File: src/hw/rtl/nsc_pkg.sv
// Shared types and constants for the NMEA sentence checker and classifier.
// No dependencies; used by nsc_line_state and nmea_sentence_check_classify.
package nsc_pkg;

    localparam logic [7:0] CHAR_LF     = 8'h0A;
    localparam logic [7:0] CHAR_CR     = 8'h0D;
    localparam logic [7:0] CHAR_DOLLAR = 8'h24;
    localparam logic [7:0] CHAR_STAR   = 8'h2A;
    localparam logic [7:0] CHAR_COMMA  = 8'h2C;

    localparam logic [3:0] KIND_INVALID = 4'd0;
    localparam logic [3:0] KIND_UNKNOWN = 4'd1;
    localparam logic [3:0] KIND_RMC     = 4'd2;
    localparam logic [3:0] KIND_GGA     = 4'd3;
    localparam logic [3:0] KIND_GSA     = 4'd4;
    localparam logic [3:0] KIND_GLL     = 4'd5;
    localparam logic [3:0] KIND_GST     = 4'd6;
    localparam logic [3:0] KIND_GSV     = 4'd7;
    localparam logic [3:0] KIND_VTG     = 4'd8;

    localparam logic [6:0] LEN_SAT = 7'd127;

    typedef struct packed {
        logic [3:0]  sentence_kind;
        logic [15:0] talker_code;
        logic [7:0]  computed_checksum;
        logic        had_checksum;
    } nsc_result_t;

endpackage

File: src/hw/rtl/nsc_line_state.sv
// Per-line tracking state: length, body XOR, checksum digits and ident bytes.
// Produces the line result from the current state. Depends on nsc_pkg.
module nsc_line_state import nsc_pkg::*; #(
    parameter int MAX_LENGTH = 80
) (
    input  logic        aclk,
    input  logic        aresetn,
    input  logic        strict_mode,
    input  logic        byte_fire,
    input  logic [7:0]  data_byte,
    output nsc_result_t result
);

    typedef enum logic [2:0] {
        PH_DOLLAR,
        PH_BODY,
        PH_HI,
        PH_LO,
        PH_DONE
    } phase_t;

    typedef enum logic [1:0] {
        V_PENDING,
        V_PASS,
        V_FAIL
    } verdict_t;

    localparam logic [6:0] LEN_LIMIT = 7'(MAX_LENGTH + 3);

    phase_t      phase_reg, phase_next;
    verdict_t    verdict_reg, verdict_next;
    logic [6:0]  len_reg, len_next;
    logic [7:0]  xor_reg, xor_next;
    logic [3:0]  hi_reg, hi_next;
    logic [39:0] ident_reg, ident_next;
    logic        ident_ok_reg, ident_ok_next;
    logic        seen_reg, seen_next;

    logic        printable;
    logic        hex_ok;
    logic [3:0]  hex_val;
    logic        is_lf;
    logic        line_pass;
    logic [23:0] type_code;
    logic [3:0]  kind;

    always_comb begin
        printable = (data_byte >= 8'h20) && (data_byte <= 8'h7E);
        hex_ok    = 1'b1;
        hex_val   = 4'd0;
        if (data_byte >= 8'h30 && data_byte <= 8'h39) begin
            hex_val = data_byte[3:0];
        end else if ((data_byte >= 8'h41 && data_byte <= 8'h46)
                     || (data_byte >= 8'h61 && data_byte <= 8'h66)) begin
            hex_val = data_byte[3:0] + 4'd9;
        end else begin
            hex_ok = 1'b0;
        end
    end

    assign is_lf = (data_byte == CHAR_LF);

    always_comb begin
        phase_next    = phase_reg;
        verdict_next  = verdict_reg;
        len_next      = len_reg;
        xor_next      = xor_reg;
        hi_next       = hi_reg;
        ident_next    = ident_reg;
        ident_ok_next = ident_ok_reg;
        seen_next     = seen_reg;

        if (byte_fire && is_lf) begin
            phase_next    = PH_DOLLAR;
            verdict_next  = V_PENDING;
            len_next      = 7'd0;
            xor_next      = 8'd0;
            hi_next       = 4'd0;
            ident_next    = 40'd0;
            ident_ok_next = 1'b1;
            seen_next     = 1'b0;
        end else if (byte_fire) begin
            for (int i = 0; i < 5; i++) begin
                if (len_reg == 7'(i + 1)) begin
                    ident_next[i*8 +: 8] = data_byte;
                    if (!printable || data_byte == CHAR_COMMA || data_byte == CHAR_STAR) begin
                        ident_ok_next = 1'b0;
                    end
                end
            end
            if (len_reg != LEN_SAT) begin
                len_next = len_reg + 7'd1;
            end

            unique case (phase_reg)
                PH_DOLLAR: begin
                    if (data_byte == CHAR_DOLLAR) begin
                        phase_next = PH_BODY;
                    end else begin
                        verdict_next = V_FAIL;
                        phase_next   = PH_DONE;
                    end
                end
                PH_BODY: begin
                    if (data_byte == CHAR_STAR) begin
                        seen_next  = 1'b1;
                        phase_next = PH_HI;
                    end else if (printable) begin
                        xor_next = xor_reg ^ data_byte;
                    end else begin
                        verdict_next = (data_byte == CHAR_CR && !strict_mode) ? V_PASS : V_FAIL;
                        phase_next   = PH_DONE;
                    end
                end
                PH_HI: begin
                    if (hex_ok) begin
                        hi_next    = hex_val;
                        phase_next = PH_LO;
                    end else begin
                        verdict_next = V_FAIL;
                        phase_next   = PH_DONE;
                    end
                end
                PH_LO: begin
                    verdict_next = (hex_ok && {hi_reg, hex_val} == xor_reg) ? V_PASS : V_FAIL;
                    phase_next   = PH_DONE;
                end
                PH_DONE: begin
                end
                default: begin
                    phase_next = PH_DONE;
                end
            endcase
        end
    end

    always_ff @(posedge aclk) begin
        if (!aresetn) begin
            phase_reg    <= PH_DOLLAR;
            verdict_reg  <= V_PENDING;
            len_reg      <= 7'd0;
            xor_reg      <= 8'd0;
            hi_reg       <= 4'd0;
            ident_reg    <= 40'd0;
            ident_ok_reg <= 1'b1;
            seen_reg     <= 1'b0;
        end else begin
            phase_reg    <= phase_next;
            verdict_reg  <= verdict_next;
            len_reg      <= len_next;
            xor_reg      <= xor_next;
            hi_reg       <= hi_next;
            ident_reg    <= ident_next;
            ident_ok_reg <= ident_ok_next;
            seen_reg     <= seen_next;
        end
    end

    assign line_pass = (verdict_reg == V_PASS) && (len_reg <= LEN_LIMIT)
                       && ident_ok_reg && (len_reg >= 7'd6);
    assign type_code = {ident_reg[23:16], ident_reg[31:24], ident_reg[39:32]};

    always_comb begin
        case (type_code)
            {8'h52, 8'h4D, 8'h43}: kind = KIND_RMC;
            {8'h47, 8'h47, 8'h41}: kind = KIND_GGA;
            {8'h47, 8'h53, 8'h41}: kind = KIND_GSA;
            {8'h47, 8'h4C, 8'h4C}: kind = KIND_GLL;
            {8'h47, 8'h53, 8'h54}: kind = KIND_GST;
            {8'h47, 8'h53, 8'h56}: kind = KIND_GSV;
            {8'h56, 8'h54, 8'h47}: kind = KIND_VTG;
            default:               kind = KIND_UNKNOWN;
        endcase
    end

    always_comb begin
        result.sentence_kind     = line_pass ? kind : KIND_INVALID;
        result.talker_code       = line_pass ? {ident_reg[7:0], ident_reg[15:8]} : 16'd0;
        result.computed_checksum = xor_reg;
        result.had_checksum      = seen_reg;
    end

endmodule

File: src/hw/rtl/nmea_sentence_check_classify.sv
// Top level of the NMEA sentence checker and classifier.
// A line feed word is captured in the input register, and its result is then
// registered in the output register, which drives the outputs.
// Throughput: one byte word per cycle; a line feed waits only while the
// result register is still held by the downstream side.
// Reset is synchronous and active low; it clears the line state, both
// valid flags and strict_mode. Depends on nsc_pkg and nsc_line_state.
module nmea_sentence_check_classify import nsc_pkg::*; #(
    parameter int MAX_LENGTH = 80
) (
    input  logic        aclk,
    input  logic        aresetn,
    input  logic        cfg_we,
    input  logic        cfg_wdata,
    input  logic        s_valid,
    output logic        s_ready,
    input  logic [7:0]  s_data_byte,
    output logic        m_valid,
    input  logic        m_ready,
    output logic [3:0]  m_sentence_kind,
    output logic [15:0] m_talker_code,
    output logic [7:0]  m_computed_checksum,
    output logic        m_had_checksum
);

    logic        strict_reg;
    logic        in_valid_reg;
    logic [7:0]  in_byte_reg;
    logic        out_valid_reg;
    nsc_result_t out_reg;
    nsc_result_t line_result;
    logic        in_lf;
    logic        fire;

    assign in_lf   = (in_byte_reg == CHAR_LF);
    assign fire    = in_valid_reg && (!in_lf || !out_valid_reg || m_ready);
    assign s_ready = !in_valid_reg || fire;

    nsc_line_state #(
        .MAX_LENGTH (MAX_LENGTH)
    ) u_line (
        .aclk        (aclk),
        .aresetn     (aresetn),
        .strict_mode (strict_reg),
        .byte_fire   (fire),
        .data_byte   (in_byte_reg),
        .result      (line_result)
    );

    always_ff @(posedge aclk) begin
        if (!aresetn) begin
            strict_reg    <= 1'b0;
            in_valid_reg  <= 1'b0;
            out_valid_reg <= 1'b0;
        end else begin
            if (cfg_we) begin
                strict_reg <= cfg_wdata;
            end
            if (s_valid && s_ready) begin
                in_valid_reg <= 1'b1;
            end else if (fire) begin
                in_valid_reg <= 1'b0;
            end
            if (fire && in_lf) begin
                out_valid_reg <= 1'b1;
            end else if (m_ready) begin
                out_valid_reg <= 1'b0;
            end
        end
    end

    always_ff @(posedge aclk) begin
        if (s_valid && s_ready) begin
            in_byte_reg <= s_data_byte;
        end
        if (fire && in_lf) begin
            out_reg <= line_result;
        end
    end

    assign m_valid             = out_valid_reg;
    assign m_sentence_kind     = out_reg.sentence_kind;
    assign m_talker_code       = out_reg.talker_code;
    assign m_computed_checksum = out_reg.computed_checksum;
    assign m_had_checksum      = out_reg.had_checksum;

endmodule
File: config.mk
export PLATFORM = sky130hd
export DESIGN_NAME = nmea_sentence_check_classify
export DESIGN_NICKNAME = d
export VERILOG_FILES = /design/src/hw/rtl/nsc_pkg.sv /design/src/hw/rtl/nsc_line_state.sv /design/src/hw/rtl/nmea_sentence_check_classify.sv
export SDC_FILE = /design/constraint.sdc
export NUM_CORES = 1
export LEC_CHECK = 0
export BUFFER_PORTS_ARGS = -buffer_cell sky130_fd_sc_hd__buf_2
export CELL_PAD_IN_SITES_DETAIL_PLACEMENT = 1
export CELL_PAD_IN_SITES_GLOBAL_PLACEMENT = 1
export CORE_ASPECT_RATIO = 1.1
export CORE_MARGIN = 1
export CORE_UTILIZATION = 45
export CTS_CLUSTER_DIAMETER = 100
export CTS_CLUSTER_SIZE = 40
export DETAILED_ROUTE_END_ITERATION = 10
export PLACE_DENSITY = 0.85
export RECOVER_POWER = 100
export SYNTH_ARGS = -nofsm -noshare
export SYNTH_HDL_FRONTEND = slang
export SYNTH_SLANG_ARGS = --single-unit
export TNS_END_PERCENT = 20
File: constraint.sdc
create_clock -name aclk -period 3.5 [get_ports aclk]
set_input_delay 0.35 -clock aclk [delete_from_list [all_inputs] [get_ports aclk]]
set_output_delay 0.35 -clock aclk [all_outputs]
set_load 0.02 [all_outputs]
**Word level (Yosys, flattened, before mapping)**

Cells that the tools add are included.

- Word-level logic and storage cells: 137
- Flip-flop bits (word level): 106

- Reduce and logical (&&, ||, !) cells: 39
- Bitwise operators: 4
- Magnitude comparators: 10
- $add $sub $neg: 2
- Equality and inequality tests: 29
- Mux-type cells: 33

Operators by type and width:

| kind | count |
|---|---|
| $eq A24 B23 Y1 const B | 7 |
| $pmux W4 S7 | 1 |
| $eq A8 B6 Y1 const B | 3 |
| $le A8 B7 Y1 const B | 3 |
| $mux W1 | 18 |
| $eq A8 B4 Y1 const B | 2 |
| $ge A8 B6 Y1 const B | 2 |
| $ge A8 B7 Y1 const B | 2 |
| $eq A7 B2 Y1 const B | 2 |
| $eq A7 B3 Y1 const B | 2 |
| $logic_and A1 B1 Y1 | 12 |
| $mux W2 | 6 |
| $mux W3 | 4 |
| $pmux W3 S4 | 1 |
| $reduce_and A2 Y1 | 6 |
| $reduce_and A3 Y1 | 3 |
| $eq A8 B8 Y1 | 1 |
| $le A8 B6 Y1 const B | 1 |
| $mux W4 | 2 |
| $ne A2 B2 Y1 const B | 4 |
| $pmux W2 S4 | 1 |
| $xor A8 B8 Y8 | 1 |
| $add A7 B1 Y7 const B | 1 |
| $eq A7 B1 Y1 const B | 1 |
| 18 further kinds | 31 |

**Longest topological paths before layout**

Gate-level depths: netlist of run 1.

- Depth in word-level cells: 17
- Depth in mapped cells: 11

**Cells and area by module**

A second synthesis of run 1 with hierarchy kept.

- Cells, all modules: 477
- Area, all modules: 4820.9 µm²

By module, submodules not included:

| module | times used | cells each | area an instance (µm²) |
|---|---|---|---|
| nsc_line_state | 1 | 422 | 3507.1 |
| nmea_sentence_check_classify | 1 | 55 | 1313.8 |

**Worst setup path before layout of run 1**

OpenSTA, ideal clock, no wires.

- Path kind: register -> register
- From: reg in_byte_reg[0]
- To: reg out_reg, in the netlist m_computed_checksum[0] (enable)
- Data required time: 3.085 ns
- Arrival time: 2.530 ns
- Cell stages (with the launch flop): 7
- Setup slack: 0.555 ns
- Cells stage by stage: edfxtp_1 clkbuf_1 inv_1 ha_1 and4bb_2 nand3_1 nor2_1

- Cells in the longest elaborated chain, start to end: 6

Ends and longest elaborated chain:

| item | RTL line | RTL |
|---|---|---|
| start: declaration | nmea_sentence_check_classify.sv:28 | `logic [7:0] in_byte_reg;` |
| start signal: assignment | nmea_sentence_check_classify.sv:74 | `in_byte_reg <= s_data_byte;` |
| $eq A8 B4 Y1 (*) | nmea_sentence_check_classify.sv:35 | `assign in_lf = (in_byte_reg == CHAR_LF);` |
| $logic_not A1 Y1 | nmea_sentence_check_classify.sv:36 | `assign fire = in_valid_reg && (!in_lf \|\| !out_valid_reg \|\| m_ready);` |
| $logic_or A1 B1 Y1 (2 in a row) | nmea_sentence_check_classify.sv:36 |  |
| $logic_and A1 B1 Y1 | nmea_sentence_check_classify.sv:36 |  |
| $logic_and A1 B1 Y1 (*) | nmea_sentence_check_classify.sv:76 | `if (fire && in_lf) begin` |
| end signal: assignment | nmea_sentence_check_classify.sv:77 | `out_reg <= line_result;` |
| end: declaration | nmea_sentence_check_classify.sv:30 | `nsc_result_t out_reg;` |

Every way passes the cells marked *; elsewhere a longest branch is shown, timed or not.
A chain may end at the register's enable or synchronous reset.

**Worst setup path in the final report of run 1**

- From: reg in_byte_reg[0]
- To: reg u_line.ident_reg[7]

- Cells in the longest elaborated chain, start to end: 7
- Elaborated cells between the ends (all ways): 8
- Classes of those cells: eq/ne: 1; reduce/logical: 7

Ends and longest elaborated chain:

| item | RTL line | RTL |
|---|---|---|
| $eq A8 B4 Y1 (*) | nsc_line_state.sv:61, nmea_sentence_check_classify.sv:35 |  |
| $logic_not A1 Y1 | nmea_sentence_check_classify.sv:36 |  |
| $logic_or A1 B1 Y1 (2 in a row) | nmea_sentence_check_classify.sv:36 |  |
| $logic_and A1 B1 Y1 | nmea_sentence_check_classify.sv:36 |  |
| $logic_and A1 B1 Y1 | nsc_line_state.sv:73 | `if (byte_fire && is_lf) begin` |
| $reduce_or A2 Y1 (no source line) | - |  |
| end signal: assignment | nsc_line_state.sv:153 | `ident_reg <= ident_next;` |
| end: declaration | nsc_line_state.sv:35 | `logic [39:0] ident_reg, ident_next;` |

Marked as above.

==> results of run 1 <==
==> path summary, 6_finish.rpt <==
kind	from	to	slack, ns
hold / removal	s_data_byte[5]	in_byte_reg[5]	0.14
hold reg to reg	u_line.seen_reg	m_had_checksum	0.44
setup / recovery	in_byte_reg[0]	u_line.ident_reg[7]	0.41
setup reg to reg	in_byte_reg[0]	u_line.ident_reg[7]	0.41
==> routing by layer <==
metal / GRT usage / part of all wire / vias to the layer above
met5: 0 / 0 / -
met1: 0.270 / 0.45 / 1831
met4: 0.0935 / 0.017 / 0
met3: 0.0263 / 0.038 / 14
li1: - / - / 1783
met2: 0.402 / 0.50 / 77
==> worst reg2reg max path, stage by stage (launching register included) <==
cell	delay, ns
edfxtp_1	0.66
inv_1	0.20
ha_1	0.26
and4bb_1	0.28
a31oi_1	0.37
and2_0	0.27
nor2b_1	0.16
buf_4	0.29
nand2_1	0.23
nand2_1	0.15
a21oi_1	0.07
==> placed cells by master, fill, tap and decap left out, types with 2 or more instances in the layout <==
master      instances
nor2b_1             5
nand2b_1            2
inv_1              14
a21oi_1            44
nor4_1              6
nor4b_1             4
xnor2_1             5
and2_0              3
buf_4               7
nand2_1            52
a21o_1              2
a211oi_1            2
clkinvlp_4          2
nand4_1             9
clkbuf_8            9
o21ai_0             8
xor2_1             16
dfxtp_1            69
clkbuf_1           34
nor3_1              8
nor3b_1             5
o21bai_1            2
nand3_1            31
edfxtp_1           37
buf_2              12
mux2i_1            14
and3_1             20
o31ai_1             3
or3_1               4
nand4b_1            3
nor2_1             52
ha_1                8
a31oi_1             4
nand3b_1            3
==> logic make-up (layout without fill, tap and decap cells) <==
logic type               Yosys count  after routing
buffers and inverters             44             81
AO/OA/AOI/OAI                     76             76
multiplexers                      14             14
AND/OR/NAND/NOR                  218            218
flip-flops                       106            106
adder cells (fa/ha/maj)            8              8
XOR/XNOR                          21             21
==> area by class of cell <==
cell class | instances | area [um2] | share of cell area
clock buffer | 10 | 128 | 0.0250
clock inverter | 3 | 20.0 | 0.00392
inverter | 14 | 52.6 | 0.0103
multi-input combinational | 337 | 2000 | 0.392
sequential | 106 | 2490 | 0.488
tap | 120 | 150 | 0.0294
timing repair buffer | 54 | 262 | 0.0512
==> stage by stage <==
step	cell area (um2)	utilization	hold WS [ns]	setup WS, ns
final	5100	0.511	0.142	0.412
after global placement	5010	0.502	0.430	0.618
after detailed placement	5010	0.502	0.424	0.514
after global routing	5100	0.511	0.136	0.153
after CTS	5160	0.517	0.138	0.472
after floorplan	4670	-	0.409	0.555
==> power groups by stage <==
stage	Combinational [W]	Sequential [W]	Clock, W
final	0.000132	0.00131	0.000642
after global routing	0.000144	0.00132	0.000700
after CTS	0.000133	0.00131	0.000653
after detailed placement	0.000132	0.00134	0
after global placement	0.000126	0.00134	0
after floorplan	0.000101	0.00132	0
==> Yosys cell counts, types with 2 or more instances <==
cell type	n	area, um2
nand2_1	52	195
a31oi_1	4	25.0
inv_1	14	52.6
and3_1	20	125
nand2b_1	2	12.5
nor4_1	6	37.5
a21oi_2	2	17.5
nor2b_1	5	31.3
dfxtp_1	69	1380
xor2_1	16	140
o31ai_1	3	22.5
nand3b_1	3	22.5
nand4_1	9	56.3
or3_1	4	25.0
nand3_1	31	155
clkbuf_1	21	78.8
o21ai_0	9	45.0
nor3_1	8	40.0
ha_1	8	100
nor3b_1	5	37.5
nand4b_1	3	26.3
and2_1	3	18.8
nor2_1	53	199
a211oi_1	2	15.0
edfxtp_1	37	1110
o21bai_1	2	15.0
a21oi_1	43	215
buf_6	2	22.5
xnor2_1	5	43.8
a21o_1	2	15.0
mux2i_1	14	140
nor4b_1	4	35.0
buf_2	3	15.0
buf_1	4	15.0
==> flow_summary.json, run 1 <==
{
  "diodes": 0,
  "drtIter0Drc": 159,
  "die_h_um": 109,
  "startpoint_type": "flip-flop",
  "slew_violations": 0,
  "drcViolationCount": 0,
  "hold_buffers": 0,
  "grt_max_degree": 43,
  "cp_top_family": "simple AND/OR/NAND/NOR gates",
  "die_w_um": 99.2,
  "synthDistinctLibCells": 53,
  "synth-compound-area-share": 0.0980,
  "core_area_mm2": 0.00998,
  "peakVddDrop_uv": 207,
  "syn_inst": 487,
  "vias": 3705,
  "hold_class": "in2reg",
  "cts.sinks": 106,
  "grt_usage": 0.223,
  "swShare": 0.246,
  "gp_congestion": 0.825,
  "synth_ff_type": "dfxtp_1",
  "hold_viol": 0,
  "tns_ns": 0,
  "p_per_area_mw_per_mm2": 409,
  "seq_power_share": 0.629,
  "rsz0062_at_grt": "false",
  "crit_required_ns": 3.71,
  "synth.net_count": 509,
  "maxCapViolCount": 0,
  "antenna_found_initial": 0,
  "cp_max_fo": 27,
  "cts-htree-levels": 3,
  "finClkSkew_ns": 0.00936,
  "power.switching_w": 0.000514,
  "status": "finished clean",
  "cts_made_buffers": 9,
  "final_nets": 544,
  "post-route-period-util": 0.882,
  "avgSynthCellArea_um2": 9.60,
  "detail-route-antenna-nets": 0,
  "place_hpwl_um": 7950,
  "vias_per_cell": 5.75,
  "grt_pass1_wl_um": 18500,
  "layout_min_cycle_time_ns": 3.09,
  "syn2layout_area_growth_pct": 9.21,
  "setup_viol": 0,
  "wl_per_cell_um": 17.6,
  "placementRows": 38,
  "ios": 45,
  "grt_pass1_vias": 3750,
  "synth_edf_count": 37,
  "async_flop_share": 0,
  "path_clk_slew_ns": 0.09,
  "dieArea_mm2": 0.0108,
  "synth_fa_ha_area_frac": 0.0214,
  "routed_wl_um": 11300,
  "fmax_mhz": 324,
  "start_util": 0.468,
  "comb_power_share": 0.063,
  "cp.arrival_ns": 3.30,
  "place_inst": 631,
  "synth-seq-cells": 106,
  "nFillCells": 1194,
  "io_buffers": 44,
  "overflow": 0,
  "synth_top_family_by_area": "simple AND/OR/NAND/NOR gates",
  "synth_seq_area_share": 0.533,
  "cts_tree": "built",
  "power.leakage_nw": 1.92,
  "clockBufferDepth": 2,
  "holdPathStages": 1,
  "slowest_stage": "edfxtp_1",
  "tightest_slew_ns": 1.11,
  "cp_common_cell": "nand2_1",
  "post_cts_buffers": 0,
  "largest_reg_flops": 40,
  "worstSetupPathType": "reg2reg",
  "crit_cells": 10,
  "final_cells": 644,
  "power.total_w": 0.00209,
  "synth_area_mm2": 0.00467,
  "yosys_warnings": 0,
  "crit_buf_inv": 2,
  "p_int_w": 0.00157,
  "synth-xor-area-share": 0.0393,
  "drtPass1Iterations": 5,
  "cp_slowest_stage_delay_ns": 0.66,
  "critical_path.cell_chain": "inv_1, ha_1, and4bb_1, a31oi_1, and2_0, nor2b_1, buf_4, nand2_1, nand2_1, a21oi_1",
  "drive_gt1_frac": 0.0802,
  "ctsRootBufferMaster": "clkbuf_8",
  "cts.repair.resized": 0,
  "clockPowerShare": 0.307,
  "worstSetupEndpointType": "flip-flop",
  "synth_mux_area_frac": 0.0300,
  "relSlewSlack": 0.261,
  "yosys.area_share.simple": 0.239,
  "reg2regPathDepth": 10,
  "insertion_delay_ns": 0.38
}
No activity file was read; power rests on OpenSTA's default activity.
==> inputs of run 2 (changes only) <==
Settings changed: ABC_AREA set to 1, GPL_TIMING_DRIVEN set to 0, PLACE_DENSITY 0.85 to 0.87, SYNTH_HIERARCHICAL set to 1.
==> run 2 against run 1 <==
  * Core utilization is 1.3 points higher
  * Flip-flop and latch count stayed put
  * First-iteration DRC count is 96% higher
  * Clock power is 67% higher
  * Via count is 12% higher
  * Clock skew is 0.0030 ns lower
  * Global-route usage is 3.5 points higher
  * Critical endpoint is now u_line/ident_reg[28]
  * Highest routed layer unchanged
==> flow_summary.json, run 2 <==
{
  "final_common_cell": "inv_1",
  "maxCapViolCount": 0,
  "final_nets": 634,
  "synth_common_cells": "inv_1 (74), dfxtp_1 (69), nand2_1 (66)",
  "worstSetupPathType": "reg2reg",
  "clockBufferDepth": 2,
  "ctsRootBufferMaster": "clkbuf_16",
  "syn_inst": 557,
  "io_buffers": 44,
  "cp_max_fo": 10,
  "die_w_um": 100,
  "synthDistinctLibCells": 37,
  "relSlewSlack": 0.185,
  "peakVddDrop_uv": 211,
  "grt_usage": 0.257,
  "cts-htree-levels": 3,
  "cts_tree": "built",
  "wl_per_cell_um": 17.8,
  "power.leakage_nw": 1.97,
  "synth_ff_type": "dfxtp_1",
  "async_flop_share": 0,
  "tns_ns": 0,
  "crit_buf_inv": 6,
  "insertion_delay_ns": 0.35,
  "pre_cts_slack_ns": 0.778,
  "drtIter0Drc": 312,
  "cp_slowest_stage_delay_ns": 0.54,
  "synth_area_mm2": 0.00478,
  "diodes": 0,
  "crit_cells": 13,
  "status": "finished clean",
  "largest_reg_flops": 40,
  "yosys_warnings": 6,
  "syn2layout_area_growth_pct": 13.3,
  "grt_pass1_wl_um": 21300,
  "grt_pass1_vias": 4305,
  "vias_per_cell": 5.45,
  "finClkSkew_ns": 0.00633,
  "hold_buffers": 0,
  "synth.net_count": 579,
  "startpoint_type": "flip-flop",
  "nFillCells": 1300,
  "regArea_mm2": 0.00249,
  "critical_path.cell_chain": "inv_1, nor2_2, nand2_1, nor2_1, nand2_1, nand2_1, inv_1, buf_2, inv_1, o31ai_1, clkbuf_1, buf_4, a211oi_1",
  "final_cell_mix": "inv_1 (74), dfxtp_1 (69), nand2_1 (66), nor2_1 (55), a21oi_1 (47)",
  "vias": 4143,
  "fmax_mhz": 328,
  "cts_made_buffers": 9,
  "setup_viol": 0,
  "cts.repair.resized": 0,
  "avgSynthCellArea_um2": 8.59,
  "dpl_cell_area_mm2": 0.00518,
  "synth_seq_area_share": 0.521,
  "drive_gt1_frac": 0.105,
  "setup_ws_ns": 0.450,
  "dieArea_mm2": 0.0110,
  "place_hpwl_um": 9460,
  "synth_edf_count": 37,
  "detail-route-antenna-nets": 0,
  "tightest_slew_ns": 1.22,
  "cp_top_family": "buffers and inverters",
  "drtPass1Iterations": 4,
  "multiInputGateArea_mm2": 0.00185,
  "hold_viol": 0,
  "synth-seq-cells": 106,
  "worstSetupEndpointType": "flip-flop",
  "drcViolationCount": 0,
  "ios": 45,
  "cp.arrival_ns": 3.26,
  "cts.sinks": 106,
  "start_util": 0.462,
  "reg2regPathDepth": 13,
  "post-route-period-util": 0.871,
  "stdcell_area_mm2": 0.00542,
  "slowest_stage": "edfxtp_1",
  "overflow": 0,
  "ys_top_cells_by_area": "dfxtp_1 (29%), edfxtp_1 (23%), inv_1 (5.8%)",
  "hold_class": "in2reg",
  "holdPathStages": 1,
  "antenna_found_initial": 0,
  "synth_top_area_share": 0.289,
  "post_cts_buffers": 0,
  "layout_min_cycle_time_ns": 3.05,
  "post-synth-top-count-cell": "inv_1",
  "yosysTopAreaCell": "dfxtp_1",
  "core_area_mm2": 0.0103,
  "slew_violations": 0,
  "p_per_area_mw_per_mm2": 473,
  "crit_required_ns": 3.71,
  "path_clk_slew_ns": 0.07,
  "gp_congestion": 0.907,
  "grt_max_degree": 30,
  "rsz0062_at_grt": "false",
  "routed_wl_um": 13500,
  "placementRows": 39,
  "die_h_um": 110
}
==> run 2: per-layer routing <==
layer	track usage	vias to the layer above	wire length [um]
met5	0	-	0
li1	-	1995	-
met4	0.112	0	245
met2	0.482	98	7260
met1	0.297	2029	5460
met3	0.0265	21	562
==> run 2: worst register-to-register path: cells and delay by family (launching register included) <==
| kind | cells | cell delay (ns) |
|---|---|---|
| compound gates | 2 | 0.50 |
| buf+inv | 6 | 1.53 |
| flops | 1 | 0.54 |
| simple gates | 5 | 0.34 |
==> run 2: kinds of logic (layout without fill, tap and decap cells) <==
| logic type | after synthesis | after routing | share of synthesized area |
|---|---|---|---|
| buf+inv | 100 | 160 | 0.0856 |
| flops | 106 | 106 | 0.521 |
| xor+xnor | 4 | 4 | 0.00733 |
| simple gates | 216 | 216 | 0.222 |
| compound gates | 123 | 123 | 0.143 |
| fa+ha+maj | 8 | 8 | 0.0209 |
==> run 2: power by group <==
part	total [W]	switching [W]	internal, W
combinational	0.000175	0.000128	0.0000476
clock	0.00107	0.000448	0.000620
sequential	0.00132	0.0000299	0.00129
total	0.00256	0.000606	0.00196
==> run 2: final timing paths <==
path / start / endpoint / slack, ns
setup / recovery: in_byte_reg[3] / u_line/ident_reg[28] / 0.45
hold / removal: s_data_byte[2] / in_byte_reg[2] / 0.17
setup reg to reg: in_byte_reg[3] / u_line/ident_reg[28] / 0.45
hold reg to reg: u_line/verdict_reg[0] / u_line/verdict_reg[0] / 0.49
==> run 2: final cells by class <==
cell class	count	area share
sequential	106	0.460
inverter	83	0.0575
buffer	17	0.0171
timing repair buffer	44	0.0335
multi-input combinational	351	0.341
clock inverter	3	0.00808
tap	143	0.0330
clock buffer	13	0.0501
==> run 2: metrics by stage <==
step	cells	utilization	hold slack, ns	total power (W)
after detailed placement	744	0.501	0.475	0.00152
after global routing	760	0.524	0.170	0.00264
after floorplan	557	-	0.432	0.00145
after CTS	760	0.531	0.170	0.00257
after global placement	744	0.501	0.445	0.00151
final	760	0.524	0.170	0.00256
